File: src/rtl/core/sat_pkg.sv
// Shared types, constants and helpers for the summed-area table unit.
// Used by the controller, the datapath and the top level; no dependencies.
package sat_pkg;

    localparam int MAX_WIDTH  = 256;
    localparam int MAX_HEIGHT = 256;
    localparam int PIXEL_BITS = 16;

    localparam int COL_BITS  = $clog2(MAX_WIDTH);
    localparam int ROW_BITS  = $clog2(MAX_HEIGHT);
    localparam int ADDR_BITS = ROW_BITS + COL_BITS;
    localparam int DIM_BITS  = 9;
    localparam int SUM_BITS  = 32;
    localparam int RUN_BITS  = 24;
    localparam int STAT_BITS = 2;

    typedef logic [DIM_BITS-1:0]  dim_t;
    typedef logic [SUM_BITS-1:0]  sum_t;
    typedef logic [ADDR_BITS-1:0] addr_t;

    // Configuration register indexes.
    typedef enum logic [0:0] {
        CFG_WIDTH  = 1'b0,
        CFG_HEIGHT = 1'b1
    } cfg_index_t;

    // Result status codes.
    localparam logic [STAT_BITS-1:0] ST_OK         = 2'd0;
    localparam logic [STAT_BITS-1:0] ST_RANGE      = 2'd1;
    localparam logic [STAT_BITS-1:0] ST_NOT_LOADED = 2'd2;

    // Input function codes.
    localparam logic FUNC_LOAD  = 1'b0;
    localparam logic FUNC_QUERY = 1'b1;

    typedef enum logic [3:0] {
        S_IDLE,
        S_LD_RD,
        S_LD_WR,
        S_Q_CHECK,
        S_Q_RD0,
        S_Q_RD1,
        S_Q_RD2,
        S_Q_RD3,
        S_Q_SUM,
        S_Q_OUT
    } state_t;

    typedef struct packed {
        logic       capture;
        logic       ld_prep;
        logic       ld_commit;
        logic       q_check;
        logic       q_read;
        logic [1:0] q_term;
        logic       result_load;
    } sat_cmd_t;

    typedef struct packed {
        logic check_ok;
        logic out_busy;
    } sat_stat_t;

    // A dimension of zero acts as one, anything above the maximum as the maximum.
    function automatic dim_t clamp_dim(input dim_t v, input dim_t maxv);
        dim_t r;
        if (v == '0)
        begin
            r = dim_t'(1);
        end
        else if (v > maxv)
        begin
            r = maxv;
        end
        else
        begin
            r = v;
        end
        return r;
    endfunction

endpackage

File: src/rtl/core/sat_ctrl.sv
// Sequencing state machine for loads and queries.
// Depends on sat_pkg for the state, command and status types.
module sat_ctrl
    import sat_pkg::*;
(
    input  logic      clk,
    input  logic      rst_n,
    input  logic      in_valid,
    input  logic      func,
    output logic      in_ready,
    input  sat_stat_t stat,
    output sat_cmd_t  cmd
);

    state_t state_reg;
    state_t state_next;

    always_ff @(posedge clk or negedge rst_n)
    begin
        if (!rst_n)
        begin
            state_reg <= S_IDLE;
        end
        else
        begin
            state_reg <= state_next;
        end
    end

    always_comb
    begin
        state_next = state_reg;
        unique case (state_reg)
            S_IDLE:
            begin
                if (in_valid)
                begin
                    state_next = (func == FUNC_QUERY) ? S_Q_CHECK : S_LD_RD;
                end
            end
            S_LD_RD:   state_next = S_LD_WR;
            S_LD_WR:   state_next = S_IDLE;
            S_Q_CHECK: state_next = stat.check_ok ? S_Q_RD0 : S_Q_OUT;
            S_Q_RD0:   state_next = S_Q_RD1;
            S_Q_RD1:   state_next = S_Q_RD2;
            S_Q_RD2:   state_next = S_Q_RD3;
            S_Q_RD3:   state_next = S_Q_SUM;
            S_Q_SUM:   state_next = S_Q_OUT;
            S_Q_OUT:
            begin
                if (!stat.out_busy)
                begin
                    state_next = S_IDLE;
                end
            end
            default:   state_next = S_IDLE;
        endcase
    end

    always_comb
    begin
        cmd      = '0;
        in_ready = 1'b0;
        unique case (state_reg)
            S_IDLE:
            begin
                in_ready    = 1'b1;
                cmd.capture = in_valid;
            end
            S_LD_RD:   cmd.ld_prep   = 1'b1;
            S_LD_WR:   cmd.ld_commit = 1'b1;
            S_Q_CHECK: cmd.q_check   = 1'b1;
            S_Q_RD0:
            begin
                cmd.q_read = 1'b1;
                cmd.q_term = 2'd0;
            end
            S_Q_RD1:
            begin
                cmd.q_read = 1'b1;
                cmd.q_term = 2'd1;
            end
            S_Q_RD2:
            begin
                cmd.q_read = 1'b1;
                cmd.q_term = 2'd2;
            end
            S_Q_RD3:
            begin
                cmd.q_read = 1'b1;
                cmd.q_term = 2'd3;
            end
            S_Q_SUM:   cmd = '0;
            S_Q_OUT:   cmd.result_load = !stat.out_busy;
            default:   cmd = '0;
        endcase
    end

endmodule

File: config.mk
export PLATFORM = sky130hd
export DESIGN_NAME = sat_ctrl
export DESIGN_NICKNAME = d
export VERILOG_FILES = /design/src/rtl/core/sat_pkg.sv /design/src/rtl/core/sat_ctrl.sv
export SDC_FILE = /design/constraint.sdc
export NUM_CORES = 1
export LEC_CHECK = 0
export BUFFER_PORTS_ARGS = -buffer_cell sky130_fd_sc_hd__clkbuf_2
export CORE_AREA = 2 2 39 41
export CTS_CLUSTER_DIAMETER = 200
export DETAILED_ROUTE_END_ITERATION = 8
export DIE_AREA = 0 0 41 43
export PLACE_DENSITY = 0.44
export SKIP_LAST_GASP = 1
export SYNTH_ARGS = -nofsm -noshare
export SYNTH_HDL_FRONTEND = slang
export SYNTH_SLANG_ARGS = --single-unit
export TNS_END_PERCENT = 5
File: constraint.sdc
create_clock -name clk -period 1.37 [get_ports clk]
set_clock_uncertainty 0.05 [all_clocks]
set_input_delay 0.0685 -clock clk [delete_from_list [all_inputs] [get_ports clk]]
set_output_delay 0.0685 -clock clk [all_outputs]
set_load 0.03 [all_outputs]
# Word-level counts from Yosys, hierarchy flattened
# Index checks and enable logic that the tools add are counted.
classes:
  muxes: 12
  reduce_logical: 3
  n_eq_ne: 11
ops:
  columns: ["cell", "n"]
  rows:
  - ["case mux 4 bit (9 select lines)", 1]
  - ["equality test 4 x 3 -> 1 bit, second input constant", 4]
  - ["two-way mux 4 bit", 3]
  - ["case mux 3 bit (4 select lines)", 1]
  - ["equality test 4 x 2 -> 1 bit, second input constant", 2]
  - ["equality test 4 bit, second input constant", 2]
  - ["two-way mux 1 bit", 6]
  - ["equality test 4 x 1 -> 1 bit, second input constant", 1]
  - ["zero test 4 bit", 1]
  - ["!= test 2 bit, second input constant", 2]
  - ["two-way mux 2 bit", 1]
  - ["AND reduction 2 bit", 1]
  - ["zero test 1 bit", 1]
word_totals:
  elab_cells: 27
  reg_bits: 4

# Longest topological paths before layout
# Gate-level depths: netlist (run 1).
logic_depth:
  depth_word: 3
  ltp_mapped: 4

# Worst setup path before layout (run 1)
# Ideal clock, no wire load.
synth_path:
  kind: "register to output"
  start: "register state_reg[3]"
  end: "output port cmd[7] in the netlist's numbering"
  path_buffers: 1
  slack_ps: -389
  t_arrival_ps: 1641
  t_required_ps: 1252
  path_stages_with_launch: 4
  cell_sequence: "dfrtp_1 -> buf_2 -> nor4_2 -> and2_1"
synth_rtl:
  columns: ["element", "line", "rtl"]
  rows:
  - ["start: declaration", "sat_ctrl.sv:15", "state_t state_reg;"]
  - ["start signal: assignment", "sat_ctrl.sv:26", "state_reg <= state_next;"]
  - ["end: declaration", "sat_ctrl.sv:12", "output sat_cmd_t cmd"]

==> impl_metrics.toml, run 1 <==
[floorplanning]
core_area_mm2 = 0.00138
start_util = 0.231
die_w_um = 41
dieHeight_um = 43
io_pins = 15
dieArea_mm2 = 0.00176
rows = 14

[worst_setup_path]
r2r_setup_slack_ps = 60
startpoint_type = "flop"
crit_type = "flop to output pin"
worstPathMaxFanout = 3
reg2reg_from = "state_reg[1]$_DFFE_PN0P_"
arrival_ps = 1360
crit_path_top_delay_cell = "dfrtp_2"
required_ps = 1250
timing.rr.end = "state_reg[0]$_DFFE_PN0P_"
crit_path_max_incr_delay_ps = 430
crit_chain = "buf_6 > nor4_4 > and2_4 > buf_8"
reg2reg_depth = 4
end_kind = "output pin"

[grt]
track_usage = 0.120
overflow = 0
grt_pass1_vias = 345
grt_pass1_wl_mm = 1.41
grt_max_degree = 8
antenna_found_initial = 0

[detailed_routing]
via_count = 343
routed_wl_um = 824
wl_per_cell_um = 10.7
antenna_left = 0
via_per_inst = 4.45
dr.first_iter.drc_count = 2
dr.pass1.iters = 3
drc = 0

[clock_tree]
cts.sinks = 4
root_buffer = "clkbuf_4"
worst_skew_pair.late_latency_ps = 230
cts_max_path_buffers = 2
tritoncts = "yes"
htree_levels = 1
path_clk_slew_ps = 40
cts_made_buffers = 3

[logic_synthesis]
post-synth-top-area-cell = "dfrtp_1"
ys_types = 21
syn-cell-area_um2 = 319
synthTopCellsByArea = "dfrtp_1 31%, nor2b_1 7.8%, and2_1 5.9%"
syn-instance-count = 37
yosys_register_bits = 4
mappedNetlistNets = 43
synth-seq-area-share = 0.314
synth_top_area_share = 0.314
syn_avg_cell_area_um2 = 8.62
yosys_warnings = 0

[sta]
setup_tns_ps = -548
maxSlewHeadroom = 0.836
rsz0062_at_grt = "true"
layout_min_cycle_time_ps = 1480
setup_viol = 8
setup_ws_ps = -107
worstMarginPinSlew_ps = 246
fmaxAchievable_ghz = 0.677
holdWs_ps = 37.9
fin_crit_sh = 1.08
hold_violations = 0
drv_slew = 0

[final_layout]
syn_to_final_growth_pct = 73.3
fin_util = 0.400
fin_nets = 69
fillers = 148
post_route_cells_drive_above_1_share = 0.574
largest_register_ffs = 4
num_antenna_cells = 0

[power_and_ir_drop]
peakVddDrop_v = 0.000768
switching_share = 0.464
finalPower_mw = 1.36
seqPwrFrac = 0.196
p_int_mw = 0.729
p_leak_nw = 0.263
p_switching_mw = 0.631
pwr-share-clk = 0.107
powerDensity_mw_per_mm2 = 2460
power_frac_comb = 0.697

[min_path]
hp-start = "stat[0]"
worstHoldPathCells = 3
holdCritPathClass = "input port to flop"
whs_endpoint = "state_reg[0]$_DFFE_PN0P_"

[placed_design]
gp_congestion = 0.680
place_hpwl_um = 610
portBuffers = 14

[run_status]
violations = "setup timing"
status = "finished with violations"

[run]
max-cap-violations = 0
-- critical path, delay by kind of cell (launching register included) --
| family | cells | cell delay, ps |
|---|---|---|
| buf+inv | 2 | 240 |
| flops | 1 | 430 |
| simple gates | 2 | 450 |
-- through the flow --
step	cell area, um^2	cells	setup slack (ps)
2_1_floorplan	334	37	-220
3_3_place_gp	450	70	16.5
3_5_place_dp	450	70	26.4
4_1_cts	536	76	-130
5_1_grt	553	77	-169
6_report	553	77	-107
-- cells in the final DEF, fill, tap and decap left out --
cell           count
nand3b_1           1
and2_4             1
nor4b_2            1
dfrtp_2            2
dfrtp_1            2
nor4bb_4           1
clkbuf_4           6
o31a_1             1
o31ai_1            1
buf_2              2
nand2_1            2
nor2_1             3
o211ai_2           1
nand2b_1           2
buf_8              1
o21ai_0            1
buf_4              8
nor3_1             2
nor2b_1            3
dlygate4sd3_1      1
buf_6              2
nor4_4             1
nor2b_2            1
clkbuf_2           8
nand3_1            2
and2_1             2
or3b_1             1
a31oi_1            1
mux2i_1            1
-- synthesized netlist by cell type --
master,number
or3b_1,1
a31oi_1,1
buf_2,3
o211ai_2,1
nor4_2,1
mux2i_1,1
nand3_1,2
dfrtp_1,4
nor4bb_1,1
nor4b_1,1
nand3b_1,1
o31a_1,1
nand2b_1,2
nor2_1,3
nand2_1,2
nor3_1,2
o21ai_0,1
and2_1,3
buf_6,1
o31ai_1,1
nor2b_1,4
-- power groups by stage --
stage	clock network (mW)	registers, mW	logic [mW]
global route	0.149	0.279	1.03
finish	0.146	0.266	0.948
global placement	0	0.264	0.809
CTS	0.150	0.273	0.888
detailed placement	0	0.259	0.802
floorplan	0	0.193	0.627
-- worst max-delay path by stage --
stage / end / from / depth (start not counted)
3_5_place_dp: cmd[0] / state_reg[1]$_DFFE_PN0P_ / 3
5_1_grt: cmd[7] / state_reg[1]$_DFFE_PN0P_ / 4
6_report: cmd[7] / state_reg[1]$_DFFE_PN0P_ / 4
4_1_cts: cmd[7] / state_reg[2]$_DFFE_PN0P_ / 4
3_3_place_gp: cmd[0] / state_reg[1]$_DFFE_PN0P_ / 3
2_1_floorplan: cmd[1] / state_reg[2]$_DFFE_PN0P_ / 3
-- kinds of logic after synthesis --
family | Yosys count | share of synthesized area
buffers and inverters | 4 | 0.0823
AO/OA/AOI/OAI | 5 | 0.125
AND/OR/NAND/NOR | 23 | 0.447
flip-flops | 4 | 0.314
multiplexers | 1 | 0.0314
-- repair_timing --
item	4_1_cts	5_1_grt
pin swaps	2	2
gates cloned	0	0
setup buffers	2	1
setup endpoints to repair	9	9
hold buffers	1	0
hold endpoints to repair	4	0
gates resized for setup	10	6
-- per-layer routing --
layer  part of all wire  global-route usage  vias up
met5                  0                   0        -
met2               0.50               0.178       10
met3              0.050              0.0209        0
li1                   -                   -      178
met1               0.45               0.151      155
met4                  0              0.0800        0
-- area by class of cell --
| type | instances | area [um^2] | share of cell area |
|---|---|---|---|
| multi-input cells | 29 | 228 | 0.412 |
| clock buffers | 3 | 22.5 | 0.0407 |
| repair buffers | 25 | 180 | 0.326 |
| well taps | 16 | 20.0 | 0.0362 |
| flip-flops and latches | 4 | 103 | 0.186 |
No activity file was read; power rests on OpenSTA's default activity.
==> inputs of run 2 (changes only) <==
==> constraint.sdc (replaced) <==
create_clock -name clk -period 1.37 [get_ports clk]
set_clock_uncertainty 0.05 [all_clocks]
set_input_delay 0.274 -clock clk [delete_from_list [all_inputs] [get_ports clk]]
set_output_delay 0.274 -clock clk [all_outputs]
set_load 0.03 [all_outputs]
==> impl_metrics.toml, run 2 (synthesis results as in run 1) <==
[sta]
worstMarginPinSlew_ps = 221
drv_slew = 0
setup_ws_ps = -285
fin_crit_sh = 1.21
layout_min_cycle_time_ps = 1660
setup_viol = 10
fmaxAchievable_ghz = 0.604
maxSlewHeadroom = 0.852
hold_violations = 0
rsz0062_at_grt = "true"

[grt]
grt_pass1_wl_mm = 1.52
antenna_found_initial = 0
grt_max_degree = 8
overflow = 0
track_usage = 0.134
grt_pass1_vias = 363

[worst_setup_path]
crit_type = "flop to output pin"
startpoint_type = "flop"
end_kind = "output pin"
required_ps = 1050
arrival_ps = 1330
reg2reg_depth = 7
r2r_setup_slack_ps = -100
worstPathMaxFanout = 3
reg2reg_from = "state_reg[3]$_DFFE_PN0P_"
timing.rr.end = "state_reg[0]$_DFFE_PN0P_"

[detailed_routing]
dr.first_iter.drc_count = 1
wl_per_cell_um = 11.1
routed_wl_um = 936
via_per_inst = 4.64
drc = 0
dr.pass1.iters = 2
via_count = 390
antenna_left = 0

[clock_tree]
htree_levels = 1
worst_skew_pair.late_latency_ps = 230
path_clk_slew_ps = 40
cts_made_buffers = 3
tritoncts = "yes"
root_buffer = "clkbuf_4"
cts.sinks = 4
cts_max_path_buffers = 2

[power_and_ir_drop]
peakVddDrop_v = 0.00112
p_leak_nw = 0.300
powerDensity_mw_per_mm2 = 2390
finalPower_mw = 1.47

[final_layout]
final_cell_mix = "16 x buf_4, 9 x clkbuf_2, 7 x clkbuf_4"
post_route_cells_drive_above_1_share = 0.662
largest_register_ffs = 4
syn_to_final_growth_pct = 93.3
layout_commonest_cell = "buf_4"
stdcell_area_um2 = 617
num_antenna_cells = 0
fin_nets = 76

[run]
max-cap-violations = 0

[floorplanning]
rows = 14
io_pins = 15
die_w_um = 41
dieHeight_um = 43
core_area_mm2 = 0.00138
start_util = 0.231
dieArea_mm2 = 0.00176

[min_path]
holdCritPathClass = "input port to flop"
hp-start = "func"
whs_endpoint = "state_reg[1]$_DFFE_PN0P_"
worstHoldPathCells = 3

[placed_design]
gp_congestion = 0.751
place_hpwl_um = 680
portBuffers = 14
place_area_um2 = 478

[run_status]
violations = "setup timing"
status = "finished with violations"
run 2: changes by cell type in the layout (fill, tap and decap cells not counted), moves of 2 or more:
cell,previous run,this run
dfrtp_1,2,0
buf_2,2,0
dfrtp_2,2,4
buf_4,8,16
run 2: layer usage:
layer | vias up | global-route usage | share of wire
met5 | - | 0 | 0
met4 | 0 | 0.100 | 0.0075
met3 | 2 | 0.0157 | 0.060
met2 | 15 | 0.216 | 0.54
met1 | 177 | 0.149 | 0.39
li1 | 196 | - | -
run 2: worst max-delay path by stage:
stage | depth (start not counted) | start | to
floorplan | 3 | state_reg[2]$_DFFE_PN0P_ | cmd[7]
global placement | 3 | state_reg[0]$_DFFE_PN0P_ | cmd[0]
detailed placement | 3 | state_reg[2]$_DFFE_PN0P_ | cmd[0]
CTS | 3 | state_reg[1]$_DFFE_PN0P_ | cmd[0]
global route | 3 | state_reg[2]$_DFFE_PN0P_ | cmd[7]
finish | 4 | state_reg[1]$_DFFE_PN0P_ | cmd[6]
run 2: worst max-delay path, stage by stage (launching register included):
cell      delay, ps
dfrtp_2         440
buf_4           160
nand2b_1        150
nor3_1          140
clkbuf_4        220
run 2: per-stage QoR:
stage	worst slack, ps	hold slack (ps)	util	std cells	TNS, ps
floorplan	-266	-71.6	-	37	-1510
global placement	-101	39.2	0.345	73	-491
detailed placement	-108	39.9	0.345	73	-471
CTS	-296	236	0.439	84	-2340
global route	-349	261	0.446	84	-2810
finish	-285	239	0.446	84	-2230
run 2: final cells by class:
cell class	instances	area, um^2
Fill cell	138	767
Clock buffer	3	22.5
Sequential cell	4	105
Tap cell	16	20.0
Multi-Input combinational cell	29	233
Timing Repair Buffer	32	236
run 2: power breakdown:
group          switching (mW)  internal [mW]  leakage (nW)
Sequential              0.107          0.182        0.0463
Combinational           0.501          0.541         0.240
Clock                  0.0448         0.0977        0.0138
Total                   0.653          0.821         0.300
run 2: repair_timing:
| item | CTS | global route |
|---|---|---|
| hold endpoints to repair | 4 | 0 |
| gates resized for setup | 12 | 2 |
| setup buffers | 7 | 0 |
| endpoints found under the setup margin | 10 | 10 |
| hold buffers | 1 | 0 |
| pin swaps | 1 | 0 |
==> inputs of run 3 (changes only) <==
--- a/config.mk
+++ b/config.mk
@@ -6,11 +6,13 @@
 export NUM_CORES = 1
 export LEC_CHECK = 0
 export BUFFER_PORTS_ARGS = -buffer_cell sky130_fd_sc_hd__clkbuf_2
+export CELL_PAD_IN_SITES_DETAIL_PLACEMENT = 1
+export CELL_PAD_IN_SITES_GLOBAL_PLACEMENT = 1
 export CORE_AREA = 2 2 39 41
 export CTS_CLUSTER_DIAMETER = 200
 export DETAILED_ROUTE_END_ITERATION = 8
 export DIE_AREA = 0 0 41 43
-export PLACE_DENSITY = 0.44
+export PLACE_DENSITY = 0.58
 export SKIP_LAST_GASP = 1
 export SYNTH_ARGS = -nofsm -noshare
 export SYNTH_HDL_FRONTEND = slang
==> impl_metrics.toml, run 3 (synthesis results as in run 1) <==
[final_layout]
post_route_cells_drive_above_1_share = 0.565
fin_util = 0.392
seq_area_um2 = 101
fin_nets = 70
largest_register_ffs = 4
layout_commonest_cell = "buf_4"
syn_to_final_growth_pct = 69.8
fillers = 171
stdcell_area_um2 = 542
num_antenna_cells = 0
final_cell_mix = "13 x buf_4, 10 x clkbuf_2, 4 x clkbuf_4"
instances_no_fill = 78
multiInputGateArea_um2 = 228

[detailed_routing]
via_per_inst = 4.62
dr.pass1.iters = 1
routed_wl_um = 938
wl_per_cell_um = 12.0
drc = 0
via_count = 360
antenna_left = 0
dr.first_iter.drc_count = 0

[power_and_ir_drop]
finalPower_mw = 1.32
powerDensity_mw_per_mm2 = 2430
p_leak_nw = 0.265
peakVddDrop_v = 0.000886

[placed_design]
place_hpwl_um = 706
portBuffers = 14
gp_congestion = 0.703
place_area_um2 = 470
place_ws_ps = -174
dp_cells = 72

[sta]
worstMarginPinSlew_ps = 225
maxSlewHeadroom = 0.849
setup_ws_ps = -301
setup_tns_ps = -2180
hold_violations = 0
setup_viol = 9
drv_slew = 0
fin_crit_sh = 1.22
layout_min_cycle_time_ps = 1670
fmaxAchievable_ghz = 0.598
rsz0062_at_grt = "true"
holdWs_ps = 228

[clock_tree]
cts.sinks = 4
cts_made_buffers = 3
path_clk_slew_ps = 40
cts_max_path_buffers = 2
tritoncts = "yes"
htree_levels = 1
worst_skew_pair.late_latency_ps = 230
root_buffer = "clkbuf_4"

[worst_setup_path]
crit_chain = "nor4bb_4 > nor2b_1 > buf_4"
startpoint_type = "flop"
crit_path_max_incr_delay_ps = 450
path_delay_family = "simple AND/OR/NAND/NOR gates"
end_kind = "output pin"
crit_path_top_delay_cell = "dfrtp_2"
crit_type = "flop to output pin"
cp_num_buf_inv = 1
arrival_ps = 1350
required_ps = 1050
worstPathMaxFanout = 5

[grt]
overflow = 0
track_usage = 0.125
antenna_found_initial = 0
grt_max_degree = 9
grt_pass1_vias = 324
grt_pass1_wl_mm = 1.40

[floorplanning]
rows = 14
dieArea_mm2 = 0.00176
core_area_mm2 = 0.00138
dieHeight_um = 43
io_pins = 15
die_w_um = 41
start_util = 0.231

[run]
max-cap-violations = 0

[run_status]
violations = "setup timing"
status = "finished with violations"

[min_path]
holdCritPathClass = "input port to flop"
## run 3: worst paths after layout
kind / from / slack (ps) / end / depth (start not counted)
setup / recovery: state_reg[2]$_DFFE_PN0P_ / -300 / cmd[0] / 3
hold / removal: stat[0] / 230 / state_reg[0]$_DFFE_PN0P_ / 3
setup reg to reg: state_reg[3]$_DFFE_PN0P_ / 20 / state_reg[0]$_DFFE_PN0P_ / 4
hold reg to reg: state_reg[3]$_DFFE_PN0P_ / 650 / state_reg[1]$_DFFE_PN0P_ / 2
max in group asynchronous: rst_n / 790 / state_reg[2]$_DFFE_PN0P_ / 2
min in group asynchronous: rst_n / 340 / state_reg[1]$_DFFE_PN0P_ / 2
## run 3: power breakdown
part	total, mW	switching, mW	internal [mW]
registers	0.254	0.0799	0.174
clock network	0.146	0.0482	0.0980
logic	0.919	0.497	0.422
## run 3: tightest hold or removal path: cells and delay by family
kind / cells / cell delay, ps
buf+inv: 1 / 100
simple gates: 1 / 60
compound gates: 1 / 50
## run 3: what timing repair did
action,CTS,global route
endpoints found under the hold margin,4,0
pin swaps,1,2
gates resized for setup,6,3
hold buffers,1,0
buffers inserted,1,1
endpoints found under the setup margin,9,10
## run 3: per-layer routing
| metal | vias up | global-route usage | wire (um) |
|---|---|---|---|
| met1 | 164 | 0.169 | 401 |
| li1 | 181 | - | - |
| met5 | - | 0 | 0 |
| met4 | 0 | 0.100 | 29 |
| met2 | 11 | 0.159 | 471 |
| met3 | 4 | 0.0314 | 35 |
## run 3: final cells by class
class                   instances  share of cell area
clock buffers                   3              0.0416
well taps                      16              0.0370
multi-input cells              29               0.420
flip-flops and latches          4               0.187
repair buffers                 26               0.314
